<file path="config.mk">
export PLATFORM = sky130hd
export DESIGN_NAME = hrlc_core
export DESIGN_NICKNAME = d
export VERILOG_FILES = /design/src/hrlc_pkg.sv /design/src/hrlc_core.sv
export SDC_FILE = /design/constraint.sdc
export NUM_CORES = 1
export LEC_CHECK = 0
export BUFFER_PORTS_ARGS = -buffer_cell sky130_fd_sc_hd__buf_2
export CORE_ASPECT_RATIO = 1.4
export CORE_MARGIN = 2
export CORE_UTILIZATION = 53
export CTS_CLUSTER_SIZE = 40
export DETAILED_ROUTE_END_ITERATION = 10
export PLACE_DENSITY_LB_ADDON = 0.15
export SETUP_SLACK_MARGIN = 0.2
export SYNTH_ARGS = -nofsm -noshare
export SYNTH_HDL_FRONTEND = slang
export SYNTH_SLANG_ARGS = --single-unit
</file>
<file path="constraint.sdc">
create_clock -name clk -period 3.1 [get_ports clk]
set_clock_uncertainty 0.1 [all_clocks]
set_input_delay 0.31 -clock clk [delete_from_list [all_inputs] [get_ports clk]]
set_output_delay 0.31 -clock clk [all_outputs]
set_load 0.02 [all_outputs]
</file>
<file path="src/hrlc_pkg.sv">
// Shared types, codes, character tables and limits of the HTTP request line checker.
`timescale 1ns / 1ps
`default_nettype none

package hrlc_pkg;

    localparam int METHOD_LIMIT_DEF  = 8;
    localparam int PATH_LIMIT_DEF    = 256;
    localparam int VERSION_LIMIT_DEF = 16;

    localparam int OUT_TDATA_W = 16;

    localparam logic [7:0] CHAR_NUL = 8'h00;
    localparam logic [7:0] CHAR_SP  = 8'h20;
    localparam logic [7:0] CHAR_CR  = 8'h0D;

    // "GET", padded to a power-of-two depth
    localparam logic [7:0] GET_TEXT [4] = '{8'h47, 8'h45, 8'h54, 8'h00};

    // "HTTP/1.0" and "HTTP/1.1"
    localparam logic [7:0] VER_TEN [8] =
        '{8'h48, 8'h54, 8'h54, 8'h50, 8'h2F, 8'h31, 8'h2E, 8'h30};
    localparam logic [7:0] VER_ELEVEN [8] =
        '{8'h48, 8'h54, 8'h54, 8'h50, 8'h2F, 8'h31, 8'h2E, 8'h31};

    typedef enum logic [2:0] {
        V_SIMPLE = 3'd0,
        V_FULL   = 3'd1,
        V_UNTERM = 3'd2,
        V_MLONG  = 3'd3,
        V_NOTGET = 3'd4,
        V_PLONG  = 3'd5,
        V_VLONG  = 3'd6,
        V_BADVER = 3'd7
    } verdict_t;

    typedef enum logic [3:0] {
        PH_METHOD  = 4'b0001,
        PH_PATH    = 4'b0010,
        PH_VERSION = 4'b0100,
        PH_DRAIN   = 4'b1000
    } phase_t;

    typedef struct packed {
        logic       valid;
        verdict_t   verdict;
        logic [7:0] path_length;
    } result_t;

    function automatic verdict_t judge_version(input logic len_ok, input logic ten,
                                               input logic eleven);
        return (len_ok && (ten || eleven)) ? V_FULL : V_BADVER;
    endfunction

endpackage

`default_nettype wire

</file>
<file path="src/hrlc_core.sv">
// Per-byte parse state and verdict logic of the HTTP request line checker.
`timescale 1ns / 1ps
`default_nettype none

module hrlc_core #(
    parameter int METHOD_LIMIT  = hrlc_pkg::METHOD_LIMIT_DEF,
    parameter int PATH_LIMIT    = hrlc_pkg::PATH_LIMIT_DEF,
    parameter int VERSION_LIMIT = hrlc_pkg::VERSION_LIMIT_DEF
) (
    input  wire logic            clk,
    input  wire logic            rst_n,
    input  wire logic            step,
    input  wire logic [7:0]      data_byte,
    input  wire logic            end_of_request,
    output hrlc_pkg::result_t    result
);

    localparam int FIELD_LIMIT = (METHOD_LIMIT > VERSION_LIMIT) ? METHOD_LIMIT : VERSION_LIMIT;
    localparam int FIELD_W     = $clog2(FIELD_LIMIT);
    localparam int PATH_W      = $clog2(PATH_LIMIT);
    localparam int PX_W        = (PATH_W > 8) ? PATH_W : 8;

    hrlc_pkg::phase_t     phase_reg, phase_next;
    logic [FIELD_W-1:0]   field_count_reg, field_count_next;
    logic                 method_matches_reg, method_matches_next;
    logic                 ver_ten_reg, ver_ten_next;
    logic                 ver_eleven_reg, ver_eleven_next;
    logic [PATH_W-1:0]    path_count_reg, path_count_next;

    logic                 emit;
    hrlc_pkg::verdict_t   emit_verdict;
    logic [PATH_W-1:0]    emit_pc;
    logic [PX_W-1:0]      pc_ext;

    always_comb
    begin
        phase_next          = phase_reg;
        field_count_next    = field_count_reg;
        method_matches_next = method_matches_reg;
        ver_ten_next        = ver_ten_reg;
        ver_eleven_next     = ver_eleven_reg;
        path_count_next     = path_count_reg;
        emit                = 1'b0;
        emit_verdict        = hrlc_pkg::V_SIMPLE;
        emit_pc             = path_count_reg;

        if (step)
        begin
            unique case (phase_reg)
                hrlc_pkg::PH_METHOD:
                begin
                    if (data_byte == hrlc_pkg::CHAR_SP)
                    begin
                        if (!(method_matches_reg && field_count_reg == FIELD_W'(3)))
                        begin
                            emit         = 1'b1;
                            emit_verdict = hrlc_pkg::V_NOTGET;
                        end
                        else
                        begin
                            phase_next       = hrlc_pkg::PH_PATH;
                            field_count_next = '0;
                            path_count_next  = '0;
                            emit_pc          = '0;
                            if (end_of_request)
                            begin
                                emit         = 1'b1;
                                emit_verdict = hrlc_pkg::V_SIMPLE;
                            end
                        end
                    end
                    else if (data_byte == hrlc_pkg::CHAR_NUL)
                    begin
                        emit         = 1'b1;
                        emit_verdict = hrlc_pkg::V_UNTERM;
                    end
                    else if (field_count_reg >= FIELD_W'(METHOD_LIMIT - 1))
                    begin
                        emit         = 1'b1;
                        emit_verdict = hrlc_pkg::V_MLONG;
                    end
                    else
                    begin
                        if (field_count_reg >= FIELD_W'(3) ||
                            hrlc_pkg::GET_TEXT[field_count_reg[1:0]] != data_byte)
                        begin
                            method_matches_next = 1'b0;
                        end
                        field_count_next = FIELD_W'(field_count_reg + 1'b1);
                        if (end_of_request)
                        begin
                            emit         = 1'b1;
                            emit_verdict = hrlc_pkg::V_UNTERM;
                        end
                    end
                end
                hrlc_pkg::PH_PATH:
                begin
                    if (data_byte == hrlc_pkg::CHAR_SP || data_byte == hrlc_pkg::CHAR_NUL)
                    begin
                        phase_next       = hrlc_pkg::PH_VERSION;
                        field_count_next = '0;
                        ver_ten_next     = 1'b1;
                        ver_eleven_next  = 1'b1;
                        if (end_of_request)
                        begin
                            emit         = 1'b1;
                            emit_verdict = hrlc_pkg::judge_version(1'b0, 1'b1, 1'b1);
                        end
                    end
                    else if (path_count_reg >= PATH_W'(PATH_LIMIT - 1))
                    begin
                        emit         = 1'b1;
                        emit_verdict = hrlc_pkg::V_PLONG;
                    end
                    else
                    begin
                        path_count_next = PATH_W'(path_count_reg + 1'b1);
                        emit_pc         = path_count_next;
                        if (end_of_request)
                        begin
                            emit         = 1'b1;
                            emit_verdict = hrlc_pkg::V_SIMPLE;
                        end
                    end
                end
                hrlc_pkg::PH_VERSION:
                begin
                    if (data_byte == hrlc_pkg::CHAR_SP || data_byte == hrlc_pkg::CHAR_CR ||
                        data_byte == hrlc_pkg::CHAR_NUL)
                    begin
                        emit         = 1'b1;
                        emit_verdict = hrlc_pkg::judge_version(
                            field_count_reg == FIELD_W'(8), ver_ten_reg, ver_eleven_reg);
                    end
                    else if (field_count_reg >= FIELD_W'(VERSION_LIMIT - 1))
                    begin
                        emit         = 1'b1;
                        emit_verdict = hrlc_pkg::V_VLONG;
                    end
                    else
                    begin
                        if (field_count_reg >= FIELD_W'(8))
                        begin
                            ver_ten_next    = 1'b0;
                            ver_eleven_next = 1'b0;
                        end
                        else
                        begin
                            if (hrlc_pkg::VER_TEN[field_count_reg[2:0]] != data_byte)
                                ver_ten_next = 1'b0;
                            if (hrlc_pkg::VER_ELEVEN[field_count_reg[2:0]] != data_byte)
                                ver_eleven_next = 1'b0;
                        end
                        field_count_next = FIELD_W'(field_count_reg + 1'b1);
                        if (end_of_request)
                        begin
                            emit         = 1'b1;
                            emit_verdict = hrlc_pkg::judge_version(
                                field_count_next == FIELD_W'(8), ver_ten_next, ver_eleven_next);
                        end
                    end
                end
                hrlc_pkg::PH_DRAIN:
                begin
                    if (end_of_request)
                        phase_next = hrlc_pkg::PH_METHOD;
                end
                default:
                begin
                    phase_next = hrlc_pkg::PH_METHOD;
                end
            endcase

            if (emit && !end_of_request)
                phase_next = hrlc_pkg::PH_DRAIN;

            // rearm after the end mark
            if (end_of_request && (emit || phase_reg == hrlc_pkg::PH_DRAIN))
            begin
                phase_next          = hrlc_pkg::PH_METHOD;
                field_count_next    = '0;
                method_matches_next = 1'b1;
                ver_ten_next        = 1'b1;
                ver_eleven_next     = 1'b1;
                path_count_next     = '0;
            end
        end
    end

    assign pc_ext = PX_W'(emit_pc);

    always_comb
    begin
        result.valid       = emit;
        result.verdict     = emit_verdict;
        result.path_length = (pc_ext > PX_W'(255)) ? 8'hFF : pc_ext[7:0];
    end

    always_ff @(posedge clk or negedge rst_n)
    begin
        if (!rst_n)
        begin
            phase_reg          <= hrlc_pkg::PH_METHOD;
            field_count_reg    <= '0;
            method_matches_reg <= 1'b1;
            ver_ten_reg        <= 1'b1;
            ver_eleven_reg     <= 1'b1;
            path_count_reg     <= '0;
        end
        else
        begin
            phase_reg          <= phase_next;
            field_count_reg    <= field_count_next;
            method_matches_reg <= method_matches_next;
            ver_ten_reg        <= ver_ten_next;
            ver_eleven_reg     <= ver_eleven_next;
            path_count_reg     <= path_count_next;
        end
    end

endmodule

`default_nettype wire

</file>
Word-level counts from Yosys, hierarchy flattened

Memory sizes are Yosys's and may differ from the RTL's.
Index checks and enable logic that the tools add are counted.

Register bits after elaboration: 19
ROM bits: 128
Input bits: 12
Output and inout port bits: 12
Word-level logic and storage cells: 153
Memories: 2

Memories:

| name             | depth | bits a word | rd ports | clocked after memory_dff | wr ports | RTL line         | RTL |
|---|---|---|---|---|---|---|---|
| (name not given) | 8     | 8           | 1        | 0                        | 0        | hrlc_core.sv:152 | `if (hrlc_pkg::VER_ELEVEN[field_count_reg[2:0]] != data_byte)` |
| (name not given) | 8     | 8           | 1        | 0                        | 0        | hrlc_core.sv:150 | `if (hrlc_pkg::VER_TEN[field_count_reg[2:0]] != data_byte)` |

$add $sub $neg: 2
$lt $le $gt $ge: 8
Equality and inequality tests: 26
Mux-type cells: 85
Bitwise operators: 2
Reductions and logical operators: 22

Operators with widths:

| kind                                                     | count |
|---|---|
| two-way mux 8 bit                                        | 13 |
| two-way mux 4 bit                                        | 14 |
| two-way mux 1 bit                                        | 36 |
| two-way mux 3 bit                                        | 11 |
| inequality test 4 bit, second input constant             | 6 |
| inequality test 8 bit                                    | 3 |
| binary-select mux 8 bit (select 2 bit)                   | 1 |
| one-hot mux 4 bit (4 select lines)                       | 1 |
| one-hot mux 8 bit (2 select lines)                       | 1 |
| equality test 4 bit, second input constant               | 3 |
| greater-or-equal comparator 4 bit, second input constant | 3 |
| inequality test 3 bit, second input constant             | 4 |
| one-hot mux 4 bit (3 select lines)                       | 1 |
| AND reduction 6 bit                                      | 2 |
| one-hot mux 3 bit (3 select lines)                       | 1 |
| adder 8 x 1 -> 8 bit, second input constant              | 1 |
| equality test 4 x 2 -> 1 bit, second input constant      | 2 |
| equality test 8 x 4 -> 1 bit, second input constant      | 1 |
| equality test 8 x 6 -> 1 bit, second input constant      | 1 |
| greater-or-equal comparator 8 bit, second input constant | 1 |
| > comparator 8 bit, second input constant                | 1 |
| logical NOT 8 bit                                        | 1 |
| AND reduction 8 bit                                      | 1 |
| logical OR 1 bit                                         | 7 |
| other kinds (19)                                         | 29 |

Logic depth before layout (Yosys ltp)

Depth after elaboration: 19
Depth in mapped cells: 9
Depth with buffers taken out: 8

Worst setup path after synthesis

Ideal clock, no wire load.

Path type: reg2reg
Start: register path_count_reg[0]
End: register path_count_reg[5]
Setup time: 85 ps
Arrival time: 2,359 ps
Data required time: 2,915 ps
Slack: 556 ps
Cell stages (with the launch flop): 7
Buffers on the path: 0
Period minus slack after synthesis: 2,544 ps
Cell sequence: dfrtp_1 > ha_1 > and3_1 > a22oi_1 > nand2_1 > o41ai_1 > a21boi_0

Cells in the longest elaborated chain, start to end: 8
Elaborated cells between the ends (all ways): 12
Classes of those cells: add/sub (1); order compare (1); mux (8); reduce/logical (2)

Ends and longest elaborated chain:

| element                            | RTL line         | RTL |
|---|---|---|
| start: declaration                 | hrlc_core.sv:28  | `logic [PATH_W-1:0] path_count_reg, path_count_next;` |
| start signal: assignment           | hrlc_core.sv:218 | `path_count_reg <= path_count_next;` |
| greater-or-equal comparator 8 bit  | hrlc_core.sv:111 | `else if (path_count_reg >= PATH_W'(PATH_LIMIT - 1))` |
| two-way mux 1 bit                  | hrlc_core.sv:111 |  |
| two-way mux 1 bit                  | hrlc_core.sv:99  | `if (data_byte == hrlc_pkg::CHAR_SP \|\| data_byte == hrlc_pkg::CHAR_NUL)` |
| one-hot mux 1 bit (3 select lines) | hrlc_core.sv:49  | `unique case (phase_reg)` |
| two-way mux 1 bit                  | hrlc_core.sv:47  | `if (step)` |
| logical OR 1 bit                   | hrlc_core.sv:179 | `if (end_of_request && (emit \|\| phase_reg == hrlc_pkg::PH_DRAIN))` |
| logical AND 1 bit                  | hrlc_core.sv:179 |  |
| two-way mux 8 bit *                | hrlc_core.sv:179 |  |

Mark *: on every way between the ends. The rest lies on a longest branch, timed or not. The select of a mux whose other input is x is not followed.
A chain may end at the register's enable or synchronous reset.

==> results.yml <==
run:
  cap_violations: 0
place:
  gp_congestion: 0.875
  dp_hpwl_mm: 4.06
  postPlaceCellArea_sq_mm: 0.00216
  dp_slack_ns: 0.327
  numPortBuffers: 23
cells_and_area:
  num-fill-cells: 331
  n_antenna_cell: 0
  largest_reg_flops: 8
  area_growth_pct: 15.9
  drive_gt1_share_pct: 29.7
  fin_nets: 282
  stdcell_area_sq_mm: 0.00234
routing:
  ant_nets: 0
  dr_total_vias: 2011
  drc: 0
  drtIter0Drc: 68
  via_per_inst: 6.59
  wl_per_cell_microns: 18.0
  dr.pass1.iters: 4
  wl_mm: 5.48
synth:
  syn_inst: 234
  ys_ff_latch: 19
  synth_seq_area_share_pct: 23.8
  synth_nets: 252
  synth_edf_count: 0
  ys_types: 75
  synthFlopType: "dfrtp_1"
  yosysWarnings: 0
  syn-mean-instance-area_sq_um: 8.64
  syn_area_sq_mm: 0.00202
  synthArstFlopShare_pct: 100
global_route:
  busiest_layer: "met2"
  grt_util_met1_pct: 29.0
  grt_pass1_vias: 1831
  grt_use_met3_pct: 2.53
  antenna_found_initial: 0
  grt_max_degree: 20
  met2_usage_pct: 47.6
  grt.overflow.total: 0
  grt_usage_pct: 25.5
  grt_pass1_wl_mm: 8.92
floorplan:
  core_area_sq_mm: 0.00364
  die_h_microns: 77.1
  die_x_microns: 56.2
  start_util_pct: 55.5
  rows: 26
  io_pins: 24
  die_area_sq_mm: 0.00433
clock_tree:
  cts_tree: "built"
  clkSlewWorstSetupHoldPaths_ns: 0.08
  cts_htree_levels: 1
  clockBufferDepth: 2
  cts_buffers: 3
  cts.sinks: 19
  cts_root_buf: "clkbuf_8"
  insertion_delay_ns: 0.27
critical_path:
  start_kind: "flip-flop"
  cp-end-kind: "output pin"
  required_ns: 2.69
  crit_type: "flip-flop to output pin"
  crit_fanout: 7
  arrival_ns: 2.41
power_and_ir_drop:
  power_frac_seq_pct: 27.3
  sw_frac_of_total_pct: 45.7
  p_int_uw: 838
  vdd_drop_max_mv: 0.413
  p_comb_share_pct: 60.5
  power.leakage_nw: 0.981
  power_density_mw_per_mm2: 659
  switching_power_uw: 706
  power_frac_clock_pct: 12.2
timing:
  setup_slack_ns: 0.276
  drv_slew: 0
  finalCriticalPeriod_ns: 2.82
  setup-tns-final_ns: 0
  max_slew_margin_pct: 59.2
  worst_hold_slack_ns: 0.332
  period_share_pct: 91.1
  grt_setup_unrepaired: "true"
  hold_viol: 0
  tightest_slew_ns: 0.607
  max_freq_mhz: 354
  setup_viol: 0
outcome:
  status: "finished, final reports clean"
worst_hold_path:
  min_path_type: "input pin to flip-flop"
path summary, 6_finish.rpt:
kind / startpoint / end / slack (ns) / depth (start not counted)
max: phase_reg[0] / result[9] / 0.28 / 6
min: end_of_request / phase_reg[3] / 0.33 / 2
max reg2reg: phase_reg[0] / field_count_reg[0] / 0.45 / 8
min reg2reg: method_matches_reg / method_matches_reg / 0.45 / 2
max in group asynchronous: rst_n / method_matches_reg / 2.16 / 2
min in group asynchronous: rst_n / phase_reg[2] / 0.40 / 2
worst max-delay path, stage by stage, from the launching register on:
cell,delay [ns]
dfstp_2,0.62
or4b_4,0.55
a211oi_1,0.37
a31o_2,0.17
o21ai_0,0.08
a31oi_1,0.17
buf_2,0.19
layout by cell type (no fill, tap or decap), types with 4 or more instances in the layout:
cell	synthesis	layout
buf_4	3	14
nor2_1	11	11
and3_1	4	4
o31ai_1	8	8
a22o_1	4	4
xnor2_1	4	4
nor2b_1	8	8
nand2_1	21	21
nand4b_1	4	4
o41ai_1	4	4
buf_2	3	23
dfstp_2	4	4
o21ai_1	6	5
a21oi_1	11	11
a21boi_0	5	5
nand3_1	6	6
inv_1	7	6
a31oi_1	7	7
o21ai_0	11	11
dfrtp_1	15	13
what timing repair did:
action,4_1_cts,5_1_grt
buffers inserted,0,9
pin swaps,0,7
endpoints found under the setup margin,8,10
hold buffers,1,0
endpoints found under the hold margin,15,0
resized for setup,4,10
logic make-up (layout without fill, tap and decap cells):
| family | after synthesis | after routing | share of synthesized area (%) |
|---|---|---|---|
| compound gates | 86 | 86 | 31.7 |
| xor+xnor | 7 | 7 | 3.03 |
| fa+ha+maj | 6 | 6 | 3.71 |
| buf+inv | 20 | 49 | 4.83 |
| flops | 19 | 19 | 23.8 |
| mux | 4 | 4 | 2.35 |
| simple gates | 92 | 92 | 30.6 |
stage by stage:
step                std cells  util (%)  power [mW]
finish                    305      64.3        1.54
global route              305      64.3        1.65
CTS                       296      61.1        1.45
detailed placement        291      59.2        1.26
global placement          291      59.2        1.25
floorplan                 234         -        1.05
cell usage after synthesis, drive strengths merged (3+ instances only):
library cell  number  area (sq um)
o21ai             18          93.8
or3                4          26.3
inv                7          26.3
xor2               3          26.3
o31ai              8          60.1
buf                7          48.8
dfrtp             15           375
clkbuf             6          22.5
or4b               3          37.5
nand3              6          30.0
a21oi             12          71.3
a22o               4          35.0
nor2b              8          50.1
nand4b             4          35.0
a21boi             8          60.1
nand2             21          78.8
o41ai              4          35.0
a41oi              4          53.8
nor3b              3          22.5
xnor2              4          35.0
dfstp              4           105
mux2               3          37.5
a31oi              8          56.3
and3               4          25.0
ha                 6          75.1
nor4b              5          65.1
nor3               3          15.0
nor2              14          78.8
cell type report:
class | count | area (sq um) | area share [%]
well taps | 42 | 52.6 | 2.24
repair buffers | 38 | 230 | 9.82
clock buffers | 3 | 41.3 | 1.76
flip-flops and latches | 19 | 483 | 20.6
inverters | 7 | 26.3 | 1.12
multi-input cells | 195 | 1510 | 64.2
clock inverters | 1 | 5.00 | 0.214
metal layers:
layer  up-vias  routed length [microns]
met4         0                      183
met1       984                     2220
met3        16                      171
li1        963                        -
met5         -                        0
met2        48                     2900
power groups by stage:
stage / clock, mW / sequential (mW) / combinational [mW]
floorplan: 0 / 0.380 / 0.673
global placement: 0 / 0.411 / 0.840
detailed placement: 0 / 0.415 / 0.843
CTS: 0.188 / 0.412 / 0.855
global route: 0.198 / 0.434 / 1.02
finish: 0.189 / 0.422 / 0.934
No activity file was read; power rests on OpenSTA's default activity.
